--- src/design/lkv_pkg.sv ---
// ----------------------------------------------------------------------------
// lkv_pkg
// Shared sizes, operation codes and transfer payload types for the LRU
// key/value cache.
// ----------------------------------------------------------------------------
`default_nettype none

package lkv_pkg;

    // store geometry
    localparam int ENTRIES     = 16;
    localparam int KEY_WIDTH   = 32;
    localparam int VALUE_WIDTH = 32;

    // derived widths
    localparam int IDX_WIDTH   = (ENTRIES > 1) ? $clog2(ENTRIES) : 1;
    localparam int RANK_WIDTH  = IDX_WIDTH;
    localparam int CNT_WIDTH   = $clog2(ENTRIES + 1);
    localparam int ENTRY_WIDTH = KEY_WIDTH + VALUE_WIDTH;

    // capacity register
    localparam int CAP_WIDTH = 5;
    localparam logic [CAP_WIDTH-1:0] CAPACITY_RESET = CAP_WIDTH'(16);

    // operation codes
    typedef logic [1:0] op_t;
    localparam op_t OP_GET    = 2'd0;
    localparam op_t OP_INSERT = 2'd1;
    localparam op_t OP_UPDATE = 2'd2;
    localparam op_t OP_ERASE  = 2'd3;

    // request payload
    typedef struct packed {
        op_t                    operation;
        logic [KEY_WIDTH-1:0]   key;
        logic [VALUE_WIDTH-1:0] value;
    } req_t;

    // response payload
    typedef struct packed {
        logic                   found;
        logic [VALUE_WIDTH-1:0] read_value;
    } resp_t;

endpackage

`default_nettype wire

--- src/design/lru_key_value_cache.sv ---
// ----------------------------------------------------------------------------
// lru_key_value_cache
// Fully associative key/value store with least-recently-used replacement.
// ----------------------------------------------------------------------------
// Usage:
//   req channel (req_valid/req_ready/req) carries operation, key and value.
//   resp channel (resp_valid/resp_ready/resp) returns found and read_value,
//   exactly one response per request, in request order.
//   cfg_wr_en/cfg_wr_data write the capacity register at any edge; write it
//   only while no request is in flight.
// Timing:
//   one request is handled at a time; the sequencer reads all ENTRIES slots
//   of the key/value RAM one per cycle, compares each slot in the cycle
//   after its read, then in the update state updates the valid bits, the
//   recency ranks and the RAM once the response register is free. A new
//   request is taken only after that update; the scan length is set by the
//   single RAM read port used in the key scan.
// Reset:
//   all slots invalid, count zero, capacity 16. No clearing pass is needed.
// Stall:
//   the response sits in an output register; a new request may be taken and
//   scanned while it waits, and the update cycle holds until the register
//   frees.
// ----------------------------------------------------------------------------
`default_nettype none

module lru_key_value_cache (
    input  wire logic                        clk,
    input  wire logic                        rst_n,
    input  wire logic                        cfg_wr_en,
    input  wire logic [lkv_pkg::CAP_WIDTH-1:0] cfg_wr_data,
    input  wire logic                        req_valid,
    output logic                             req_ready,
    input  wire lkv_pkg::req_t               req,
    output logic                             resp_valid,
    input  wire logic                        resp_ready,
    output lkv_pkg::resp_t                   resp
);

    import lkv_pkg::*;

    localparam int SCAN_WIDTH = $clog2(ENTRIES + 1);
    localparam int CMP_WIDTH  = (CNT_WIDTH > CAP_WIDTH) ? CNT_WIDTH : CAP_WIDTH;

    localparam logic [1:0] S_IDLE = 2'd0;
    localparam logic [1:0] S_SCAN = 2'd1;
    localparam logic [1:0] S_UPD  = 2'd2;

    logic [1:0] state_reg, state_next;

    // control and status registers
    logic [CAP_WIDTH-1:0]  cap_reg;
    logic [CNT_WIDTH-1:0]  count_reg, count_next;
    logic [ENTRIES-1:0]    valid_reg, valid_next;
    logic [RANK_WIDTH-1:0] rank_reg [ENTRIES];
    logic [RANK_WIDTH-1:0] rank_next [ENTRIES];

    // scan registers
    logic [SCAN_WIDTH-1:0] scan_reg, scan_next;
    logic                  pend_reg, pend_next;
    logic [IDX_WIDTH-1:0]  cmp_reg, cmp_next;
    logic                  hit_reg, hit_next;
    logic [IDX_WIDTH-1:0]  hit_idx_reg, hit_idx_next;
    logic [VALUE_WIDTH-1:0] hit_val_reg, hit_val_next;
    logic                  free_found_reg, free_found_next;
    logic [IDX_WIDTH-1:0]  free_idx_reg, free_idx_next;
    logic [IDX_WIDTH-1:0]  lru_idx_reg, lru_idx_next;

    // request and response registers
    req_t  req_reg;
    resp_t resp_reg, resp_next;
    logic  resp_valid_reg, resp_valid_next;

    // ram signals
    logic                   ram_we;
    logic [IDX_WIDTH-1:0]   ram_waddr;
    logic [ENTRY_WIDTH-1:0] ram_wdata;
    logic                   ram_re;
    logic [IDX_WIDTH-1:0]   ram_raddr;
    logic [ENTRY_WIDTH-1:0] ram_rdata;
    logic [KEY_WIDTH-1:0]   rd_key;
    logic [VALUE_WIDTH-1:0] rd_val;

    // update controls
    logic                  req_xfer;
    logic                  upd_go;
    logic                  touch_en;
    logic [IDX_WIDTH-1:0]  touch_idx;
    logic [RANK_WIDTH-1:0] touch_rank;
    logic                  age_all_en;
    logic                  erase_en;
    logic [CMP_WIDTH-1:0]  eff_cap;
    logic [CNT_WIDTH-1:0]  last_rank;

    assign req_ready  = (state_reg == S_IDLE);
    assign req_xfer   = req_valid && req_ready;
    assign upd_go     = !resp_valid_reg || resp_ready;
    assign resp_valid = resp_valid_reg;
    assign resp       = resp_reg;
    assign rd_key     = ram_rdata[ENTRY_WIDTH-1:VALUE_WIDTH];
    assign rd_val     = ram_rdata[VALUE_WIDTH-1:0];
    assign last_rank  = count_reg - CNT_WIDTH'(1);
    assign touch_rank = rank_reg[touch_idx];

    // effective capacity: zero acts as one, clipped at the store size
    always_comb
    begin
        priority if (cap_reg == '0)
        begin
            eff_cap = CMP_WIDTH'(1);
        end
        else if (CMP_WIDTH'(cap_reg) > CMP_WIDTH'(ENTRIES))
        begin
            eff_cap = CMP_WIDTH'(ENTRIES);
        end
        else
        begin
            eff_cap = CMP_WIDTH'(cap_reg);
        end
    end

    // key/value storage
    lkv_ram #(
        .WIDTH (ENTRY_WIDTH),
        .DEPTH (ENTRIES)
    ) u_entry_ram (
        .clk   (clk),
        .we    (ram_we),
        .waddr (ram_waddr),
        .wdata (ram_wdata),
        .re    (ram_re),
        .raddr (ram_raddr),
        .rdata (ram_rdata)
    );

    // sequencer and scan
    always_comb
    begin
        state_next      = state_reg;
        scan_next       = scan_reg;
        pend_next       = 1'b0;
        cmp_next        = cmp_reg;
        hit_next        = hit_reg;
        hit_idx_next    = hit_idx_reg;
        hit_val_next    = hit_val_reg;
        free_found_next = free_found_reg;
        free_idx_next   = free_idx_reg;
        lru_idx_next    = lru_idx_reg;
        ram_re          = 1'b0;
        ram_raddr       = scan_reg[IDX_WIDTH-1:0];

        unique case (state_reg)
            S_IDLE:
            begin
                if (req_xfer)
                begin
                    state_next      = S_SCAN;
                    scan_next       = '0;
                    hit_next        = 1'b0;
                    free_found_next = 1'b0;
                end
            end
            S_SCAN:
            begin
                // issue one slot read a cycle
                if (scan_reg != SCAN_WIDTH'(ENTRIES))
                begin
                    ram_re    = 1'b1;
                    scan_next = scan_reg + SCAN_WIDTH'(1);
                    pend_next = 1'b1;
                    cmp_next  = scan_reg[IDX_WIDTH-1:0];
                end
                // check the slot read last cycle
                if (pend_reg)
                begin
                    if (valid_reg[cmp_reg] && rd_key == req_reg.key && !hit_reg)
                    begin
                        hit_next     = 1'b1;
                        hit_idx_next = cmp_reg;
                        hit_val_next = rd_val;
                    end
                    if (!valid_reg[cmp_reg] && !free_found_reg)
                    begin
                        free_found_next = 1'b1;
                        free_idx_next   = cmp_reg;
                    end
                    if (valid_reg[cmp_reg] && CNT_WIDTH'(rank_reg[cmp_reg]) == last_rank)
                    begin
                        lru_idx_next = cmp_reg;
                    end
                    if (scan_reg == SCAN_WIDTH'(ENTRIES))
                    begin
                        state_next = S_UPD;
                    end
                end
            end
            S_UPD:
            begin
                if (upd_go)
                begin
                    state_next = S_IDLE;
                end
            end
            default:
            begin
                state_next = S_IDLE;
            end
        endcase
    end

    // operation decode for the update cycle
    always_comb
    begin
        count_next       = count_reg;
        valid_next       = valid_reg;
        ram_we           = 1'b0;
        ram_waddr        = hit_idx_reg;
        ram_wdata        = {req_reg.key, req_reg.value};
        touch_en         = 1'b0;
        touch_idx        = hit_idx_reg;
        age_all_en       = 1'b0;
        erase_en         = 1'b0;
        resp_next        = resp_reg;
        resp_valid_next  = resp_valid_reg && !resp_ready;

        if (state_reg == S_UPD && upd_go)
        begin
            resp_valid_next      = 1'b1;
            resp_next.found      = hit_reg;
            resp_next.read_value = '0;
            unique case (req_reg.operation)
                OP_GET:
                begin
                    if (hit_reg)
                    begin
                        resp_next.read_value = hit_val_reg;
                        touch_en             = 1'b1;
                    end
                end
                OP_UPDATE:
                begin
                    if (hit_reg)
                    begin
                        ram_we   = 1'b1;
                        touch_en = 1'b1;
                    end
                end
                OP_INSERT:
                begin
                    resp_next.found = 1'b1;
                    ram_we          = 1'b1;
                    priority if (hit_reg)
                    begin
                        touch_en = 1'b1;
                    end
                    else if (CMP_WIDTH'(count_reg) < eff_cap)
                    begin
                        // fill the lowest free slot
                        ram_waddr               = free_idx_reg;
                        age_all_en              = 1'b1;
                        valid_next[free_idx_reg] = 1'b1;
                        count_next              = count_reg + CNT_WIDTH'(1);
                    end
                    else
                    begin
                        // evict the least recent entry
                        ram_waddr = lru_idx_reg;
                        touch_idx = lru_idx_reg;
                        touch_en  = 1'b1;
                    end
                end
                OP_ERASE:
                begin
                    if (hit_reg)
                    begin
                        erase_en               = 1'b1;
                        valid_next[hit_idx_reg] = 1'b0;
                        count_next             = count_reg - CNT_WIDTH'(1);
                    end
                end
                default:
                begin
                    resp_next.found = hit_reg;
                end
            endcase
        end
    end

    // recency rank update, one independent rule per slot
    always_comb
    begin
        for (int i = 0; i < ENTRIES; i++)
        begin
            rank_next[i] = rank_reg[i];
            if (touch_en)
            begin
                if (IDX_WIDTH'(i) == touch_idx)
                begin
                    rank_next[i] = '0;
                end
                else if (valid_reg[i] && rank_reg[i] < touch_rank)
                begin
                    rank_next[i] = rank_reg[i] + RANK_WIDTH'(1);
                end
            end
            else if (age_all_en)
            begin
                if (IDX_WIDTH'(i) == free_idx_reg)
                begin
                    rank_next[i] = '0;
                end
                else if (valid_reg[i])
                begin
                    rank_next[i] = rank_reg[i] + RANK_WIDTH'(1);
                end
            end
            else if (erase_en)
            begin
                if (IDX_WIDTH'(i) == hit_idx_reg)
                begin
                    rank_next[i] = '0;
                end
                else if (valid_reg[i] && rank_reg[i] > rank_reg[hit_idx_reg])
                begin
                    rank_next[i] = rank_reg[i] - RANK_WIDTH'(1);
                end
            end
        end
    end

    // control registers
    always_ff @(posedge clk or negedge rst_n)
    begin
        if (!rst_n)
        begin
            state_reg      <= S_IDLE;
            cap_reg        <= CAPACITY_RESET;
            count_reg      <= '0;
            valid_reg      <= '0;
            scan_reg       <= '0;
            pend_reg       <= 1'b0;
            hit_reg        <= 1'b0;
            free_found_reg <= 1'b0;
            resp_valid_reg <= 1'b0;
            for (int i = 0; i < ENTRIES; i++)
            begin
                rank_reg[i] <= '0;
            end
        end
        else
        begin
            state_reg      <= state_next;
            count_reg      <= count_next;
            valid_reg      <= valid_next;
            scan_reg       <= scan_next;
            pend_reg       <= pend_next;
            hit_reg        <= hit_next;
            free_found_reg <= free_found_next;
            resp_valid_reg <= resp_valid_next;
            for (int i = 0; i < ENTRIES; i++)
            begin
                rank_reg[i] <= rank_next[i];
            end
            if (cfg_wr_en)
            begin
                cap_reg <= cfg_wr_data;
            end
        end
    end

    // payload registers
    always_ff @(posedge clk)
    begin
        if (req_xfer)
        begin
            req_reg <= req;
        end
        cmp_reg      <= cmp_next;
        hit_idx_reg  <= hit_idx_next;
        hit_val_reg  <= hit_val_next;
        free_idx_reg <= free_idx_next;
        lru_idx_reg  <= lru_idx_next;
        resp_reg     <= resp_next;
    end

endmodule

`default_nettype wire

--- src/design/lkv_ram.sv ---
// ----------------------------------------------------------------------------
// lkv_ram
// Generic simple dual-port RAM, one write port and one read port with a
// registered read.
// ----------------------------------------------------------------------------
`default_nettype none

module lkv_ram #(
    parameter int WIDTH = 8,
    parameter int DEPTH = 16
) (
    input  wire logic                                     clk,
    input  wire logic                                     we,
    input  wire logic [(DEPTH > 1 ? $clog2(DEPTH) : 1)-1:0] waddr,
    input  wire logic [WIDTH-1:0]                         wdata,
    input  wire logic                                     re,
    input  wire logic [(DEPTH > 1 ? $clog2(DEPTH) : 1)-1:0] raddr,
    output logic      [WIDTH-1:0]                         rdata
);

    logic [WIDTH-1:0] mem [DEPTH];

    // write port
    always_ff @(posedge clk)
    begin
        if (we)
        begin
            mem[waddr] <= wdata;
        end
    end

    // registered read port
    always_ff @(posedge clk)
    begin
        if (re)
        begin
            rdata <= mem[raddr];
        end
    end

endmodule

`default_nettype wire

--- config.mk ---
export PLATFORM = sky130hd
export DESIGN_NAME = lru_key_value_cache
export DESIGN_NICKNAME = d
export VERILOG_FILES = /design/src/design/lkv_pkg.sv /design/src/design/lru_key_value_cache.sv /design/src/design/lkv_ram.sv
export SDC_FILE = /design/constraint.sdc
export NUM_CORES = 2
export LEC_CHECK = 0
export ABC_AREA = 1
export BUFFER_PORTS_ARGS = -buffer_cell sky130_fd_sc_hd__buf_2
export CAP_MARGIN = 20
export CORE_ASPECT_RATIO = 1.1
export CORE_MARGIN = 4
export CORE_UTILIZATION = 40
export CTS_BUF_LIST = sky130_fd_sc_hd__clkbuf_16
export DETAILED_ROUTE_END_ITERATION = 10
export GPL_TIMING_DRIVEN = 1
export MAX_ROUTING_LAYER = met4
export PLACE_DENSITY = 0.55
export SYNTH_ARGS = -nofsm -noshare
export SYNTH_HDL_FRONTEND = slang
export SYNTH_SLANG_ARGS = --single-unit
export TNS_END_PERCENT = 10
--- constraint.sdc ---
create_clock -name clk -period 10.4 [get_ports clk]
set_clock_uncertainty 0.2 [all_clocks]
set_input_delay 1.56 -clock clk [delete_from_list [all_inputs] [get_ports clk]]
set_output_delay 1.56 -clock clk [all_outputs]
set_load 0.005 [all_outputs]
# == After elaboration in Yosys (flattened, before gate mapping) ==
# Memory sizes are Yosys's and may differ from the RTL's. A register that Yosys moved wholly into a read port is not among the register bits.
# Cells that the tools add are included.
# totals
regBits,248
ramBits,1024
inputBits,76
output_inout_bits,35
wordCells,524
memories,1
# mem_list
memory,depth,word_bits,read_ports,rd_ports_with_merged_regs,write_ports,line,source
u_entry_ram.mem,16,64,1,1,1,lkv_ram.sv:21,logic [WIDTH-1:0] mem [DEPTH];
# classes
add_sub_neg,35
n_lt_le_gt_ge,42
n_eq_ne,96
n_mux,210
bitwise_logic,6
n_reduce_logical,99
# ops
op,n
two-way mux 4 bit,158
"== test 4 bit, first input constant",24
AND reduction 4 bit,19
"adder 4 x 1 -> 4 bit, second input constant",16
> comparator 4 bit,16
less-than comparator 4 bit,16
"!= test 4 x 3 -> 1 bit, second input constant",16
nonzero test 4 bit,16
"subtractor 4 x 1 -> 4 bit, second input constant",16
binary-select mux 4 bit (select 4 bit),3
"== test 3 x 4 -> 1 bit, first input constant",12
two-way mux 16 bit,3
"!= test 3 x 1 -> 1 bit, second input constant",16
logical AND 1 bit,41
two-way mux 5 bit,7
== test 32 bit,1
case mux 16 bit (2 select lines),1
"== test 2 x 4 -> 1 bit, first input constant",6
two-way mux 1 bit,24
case mux 5 bit (2 select lines),2
"!= test 2 bit, second input constant",9
bitwise AND 16 bit,1
inverter 16 bit,1
OR 16 bit,1
other kinds (31),63

# == Depth between registers and ports, before layout ==
# logic_depth
word_depth,17
depth_mapped,30

# == Cells and area by module ==
# A second synthesis with hierarchy kept.
# unflattened
cells_unflattened,6288
area_unflattened_um2,63012.9
# modules_own_cells
module,instances,cells_each,area_per_inst_um2,seq_area_each_um2
lkv_ram,1,4210,45926.5,32671.3
lru_key_value_cache,1,2078,17086.4,6942.9

# == Worst setup path before layout ==
# No wires, ideal clock.
# synth_timing
path_type,register -> register
startpoint,reg scan_reg[0]
endpoint,reg scan_reg[4]
setup_time_ps,278
arrival_time_ps,6604
required_ps,9922
slack_ps,3318
path_stages_with_launch,15
path_buffers,5
cell_sequence,dfrtp_1 > clkbuf_1 > clkbuf_1 > inv_1 > clkbuf_1 > clkbuf_1 > clkbuf_1 > ha_1 > a31oi_1 > or2_2 > nand2_1 > nor2_1 > nand2_1 > xor2_1 > nor2_1
# synth_between
elab_chain_cells,3
elab_cells_between_ends,6
# synth_rtl
element,line,source
start: declaration,lru_key_value_cache.sv:59,"logic [SCAN_WIDTH-1:0] scan_reg, scan_next;"
start signal: assignment,lru_key_value_cache.sv:355,scan_reg <= scan_next;
adder 5 x 1 -> 5 bit or != test 5 bit (tied branches),"lru_key_value_cache.sv:169, lru_key_value_cache.sv:166",
two-way mux 5 bit or != test 2 bit (tied branches),-,
case mux 5 bit (2 select lines) or AND reduction 3 bit (tied branches),-,
# Several ways; a longest one is shown, not always the timed one. The select of a mux whose other input is x is not followed.
# A chain may end at the register's enable or synchronous reset.

# == Worst setup path after layout ==
# layout_timing
startpoint,in resp_ready
endpoint,reg rank_reg[57] (netlist bit)
# layout_between
elab_chain_cells,11
elab_cells_between_ends,21
# layout_rtl
element,line,source
start: declaration,lru_key_value_cache.sv:36,"input wire logic resp_ready,"
logical OR 1 bit (*),lru_key_value_cache.sv:97,assign upd_go = !resp_valid_reg || resp_ready;
logical AND 1 bit (*),lru_key_value_cache.sv:226,if (state_reg == S_UPD && upd_go)
two-way mux 4 bit,lru_key_value_cache.sv:226,
inverter 4 -> 5 bit (not written as such),lru_key_value_cache.sv:103,assign touch_rank = rank_reg[touch_idx];
binary-select mux 4 bit (select 4 bit),lru_key_value_cache.sv:103,
two-way mux 4 bit (not written as such) (2 in a row),lru_key_value_cache.sv:103,
less-than comparator 4 bit,lru_key_value_cache.sv:301,else if (valid_reg[i] && rank_reg[i] < touch_rank)
logical AND 1 bit,lru_key_value_cache.sv:301,
!= test 3 x 1 -> 1 bit (no line),-,
AND reduction 4 bit (no line),-,
end signal: indexed assignment,lru_key_value_cache.sv:362,rank_reg[i] <= rank_next[i];
end: declaration,lru_key_value_cache.sv:55,logic [RANK_WIDTH-1:0] rank_reg [ENTRIES];
# Every way passes the cells marked *; elsewhere a longest branch is shown, timed or not. The select of a mux whose other input is x is not followed.

==> results.sh <==
export IMPL_die_w_um=370
export IMPL_startpoint="resp_ready"
export IMPL_gp_congestion=0.929
export IMPL_place_inst=6758
export IMPL_met3_usage=0.0307
export IMPL_area_growth_pct=12.5
export IMPL_crit_path_end_kind="register"
export IMPL_status="finished clean"
export IMPL_htree_levels=4
export IMPL_maxCapViolCount=0
export IMPL_dp_hpwl_mm=90.7
export IMPL_synth_fp_nets=5148
export IMPL_start_util=0.404
export IMPL_drive_gt1_frac=0.0884
export IMPL_path_class="in2reg"
export IMPL_setup_viol=0
export IMPL_core_mm2=0.143
export IMPL_cts_tree="built"
export IMPL_r2r_slack_ns=4.75
export IMPL_final_core_util=0.454
export IMPL_slew_limit_headroom=0.267
export IMPL_placementRows=145
export IMPL_drt_vias_per_instance=5.56
export IMPL_routedWlPerCell_um=23.7
export IMPL_power_density_mw_per_mm2=269
export IMPL_ant_nets=0
export IMPL_drtPass1Iterations=5
export IMPL_cts_buffers=143
export IMPL_tightestPinTransition_ns=1.10
export IMPL_fin_tns_setup_ns=0
export IMPL_synth_top_area_frac=0.644
export IMPL_grt_most_used_layer="met2"
export IMPL_yosys_area_top_type="edfxtp_1"
export IMPL_synth_area_top_cells="edfxtp_1, o21ai_0, nor2_1"
export IMPL_portBuffers=110
export IMPL_finalCritPeriodShare=0.549
export IMPL_cts_hold_buf=0
export IMPL_finalHoldViolations=0
export IMPL_largest_register_ffs=1024
export IMPL_drv_slew=0
export IMPL_ctsResizeCount=0
export IMPL_grt_overflow_total=0
export IMPL_syn_cell_area_mm2=0.0576
export IMPL_grt_pass1_vias=37600
export IMPL_clk_path_buf_depth=3
export IMPL_ios=111
export IMPL_r2r_start="cap_reg[2]$_DFFE_PN0P_"
export IMPL_period_needed_ns=5.71
export IMPL_use_met1=0.300
export IMPL_min_from="u_entry_ram.rdata[30]$_DFFE_PP_"
export IMPL_synth_edf_count=1235
export IMPL_ys_async_sr_fraction=0.0756
export IMPL_dieArea_mm2=0.150
export IMPL_ys_types=49
export IMPL_cp_data_required_time_ns=10.85
export IMPL_ys_flop_type="edfxtp_1"
export IMPL_drc_errors=0
export IMPL_startpoint_type="primary input"
export IMPL_ys_seq_elements=1336
export IMPL_cts_sinks=1336
export IMPL_drt_iter0_drc=3458
export IMPL_grt_use_met2=0.359
export IMPL_cts_setup_buffers=0
export IMPL_path_clk_slew_ns=0.06
export IMPL_rsz0062_at_grt="false"
export IMPL_fmaxAchievable_mhz=175
export IMPL_seq_area_frac_synth=0.688
export IMPL_top_register="u_entry_ram.mem"
export IMPL_hp_class="reg2reg"
export IMPL_postSynthAreaPerCell_um2=11.7
export IMPL_grt_use_total=0.225
export IMPL_dpl_cell_area_mm2=0.0604
export IMPL_p_leak_uw=0.0231
export IMPL_antenna_found_initial=4
export IMPL_synth_cells=4916
export IMPL_nNetsFinal=5225
export IMPL_wirelength_mm=166
export IMPL_finalPower_uw=17400
export IMPL_grt_max_degree=207
export IMPL_ir_worst_vdd_uv=203
export IMPL_fin_area_mm2=0.0648
export IMPL_cts_root_buf="clkbuf_16"
export IMPL_path_max_fanout=13
export IMPL_insertion_delay_ns=0.79
export IMPL_synth_warnings=0
export IMPL_crit_arrival_ns=6.16
export IMPL_fin_cells=7015
export IMPL_vias=39000
export IMPL_grt_pass1_wl_mm=246
export IMPL_die_y_um=406
## routing by layer
layer	routed length [µm]	up-vias
li1	-	17900
met1	72200	19500
met2	79800	1292
met3	9200	270
met4	4930	0
met5	0	-
## final cells by class
type	count	area, µm²
Multi-Input combinational cell	3074	16300
Fill cell	13100	77800
Timing Repair Buffer	186	1160
Clock inverter	109	786
Clock buffer	144	3600
Tap cell	1911	2390
Inverter	252	963
Antenna cell	3	7.51
Sequential cell	1336	39600
## metrics by stage
step | hold slack (ns) | setup slack, ns
global route | 0.232 | 4.39
finish | 0.214 | 4.69
detailed placement | 0.206 | 3.99
global placement | 0.202 | 4.04
CTS | 0.210 | 4.75
floorplan | 0.200 | 3.32
## path summary, 6_finish.rpt
kind                       cells past startpoint                        end
hold reg to reg                                0  hit_val_reg[30]$_DFFE_PP_
hold / removal                                 0  hit_val_reg[30]$_DFFE_PP_
max in group asynchronous                      2    scan_reg[1]$_DFFE_PN0P_
min in group asynchronous                      1    rank_reg[8]$_DFFE_PN0P_
setup reg to reg                              26   rank_reg[57]$_DFFE_PN0P_
setup / recovery                              22   rank_reg[57]$_DFFE_PN0P_
## cell usage after synthesis (3+ instances only)
cell type,n
xnor2_1,43
inv_2,6
o22ai_1,336
a21oi_1,131
inv_1,245
nand2_1,671
nor3_1,15
mux2_2,3
dfrtp_1,100
nand3b_1,11
clkbuf_1,236
buf_2,3
edfxtp_1,1235
nor2_1,714
nand4_1,72
a211oi_1,19
ha_1,156
a31oi_1,24
nor4_1,6
a22oi_1,10
nand2_2,25
o21ai_0,603
o221ai_1,17
xor2_1,48
o211ai_1,7
buf_1,12
a221oi_1,8
nand3_1,131
mux2i_1,4
## cells by family (layout without fill, tap and decap cells)
| logic type | count (synthesis) | count (layout) | synth area share |
|---|---|---|---|
| DFF | 1336 | 1336 | 0.688 |
| muxes | 7 | 7 | 0.00128 |
| AOI/OAI and AO/OA | 1167 | 1167 | 0.113 |
| buffers and inverters | 506 | 691 | 0.0334 |
| adders and majority gates | 156 | 156 | 0.0339 |
| and+or+nand+nor | 1653 | 1653 | 0.117 |
| xor gates and xnor gates | 91 | 91 | 0.0138 |
| other | 0 | 3 | 0 |
## critical path, cell delays in order
cell	delay, ns
buf_2	0.08
inv_1	0.03
nand2_1	0.21
nand2_4	0.15
nor3_4	0.30
nand2_2	0.15
inv_2	0.13
nand2_1	0.09
nand2_1	0.43
nor2_1	0.23
inv_1	0.36
o22ai_1	0.14
o21ai_0	0.23
nand4_1	0.57
buf_4	0.45
ha_1	0.31
a211oi_1	0.21
nand2_1	0.09
nand2_1	0.14
nand2_1	0.13
nand2_1	0.09
nand2_1	0.06
## power breakdown
part	switching (µW)	internal, µW
sequential	850	6840
clock	2140	2660
combinational	3370	1580
total	6360	11100
## cell usage in the layout, fill, tap and decap left out, types with 15 or more instances in the layout
master and n:
nand4_1 72, o22ai_1 336, nand2_2 26, buf_4 74, dfrtp_1 98, nor2_1 693
a31oi_1 23, nor2_4 22, xor2_1 48, xnor2_1 43, clkinv_1 37, o21ai_0 603
clkbuf_16 144, ha_1 156, o221ai_1 17, edfxtp_1 1235, nand3_1 131, nand2_1 670
nor3_1 15, buf_2 109, inv_1 272, a211oi_1 18, clkinv_2 19, a21oi_1 131
Note: power is estimated with default switching activity, not from simulation.
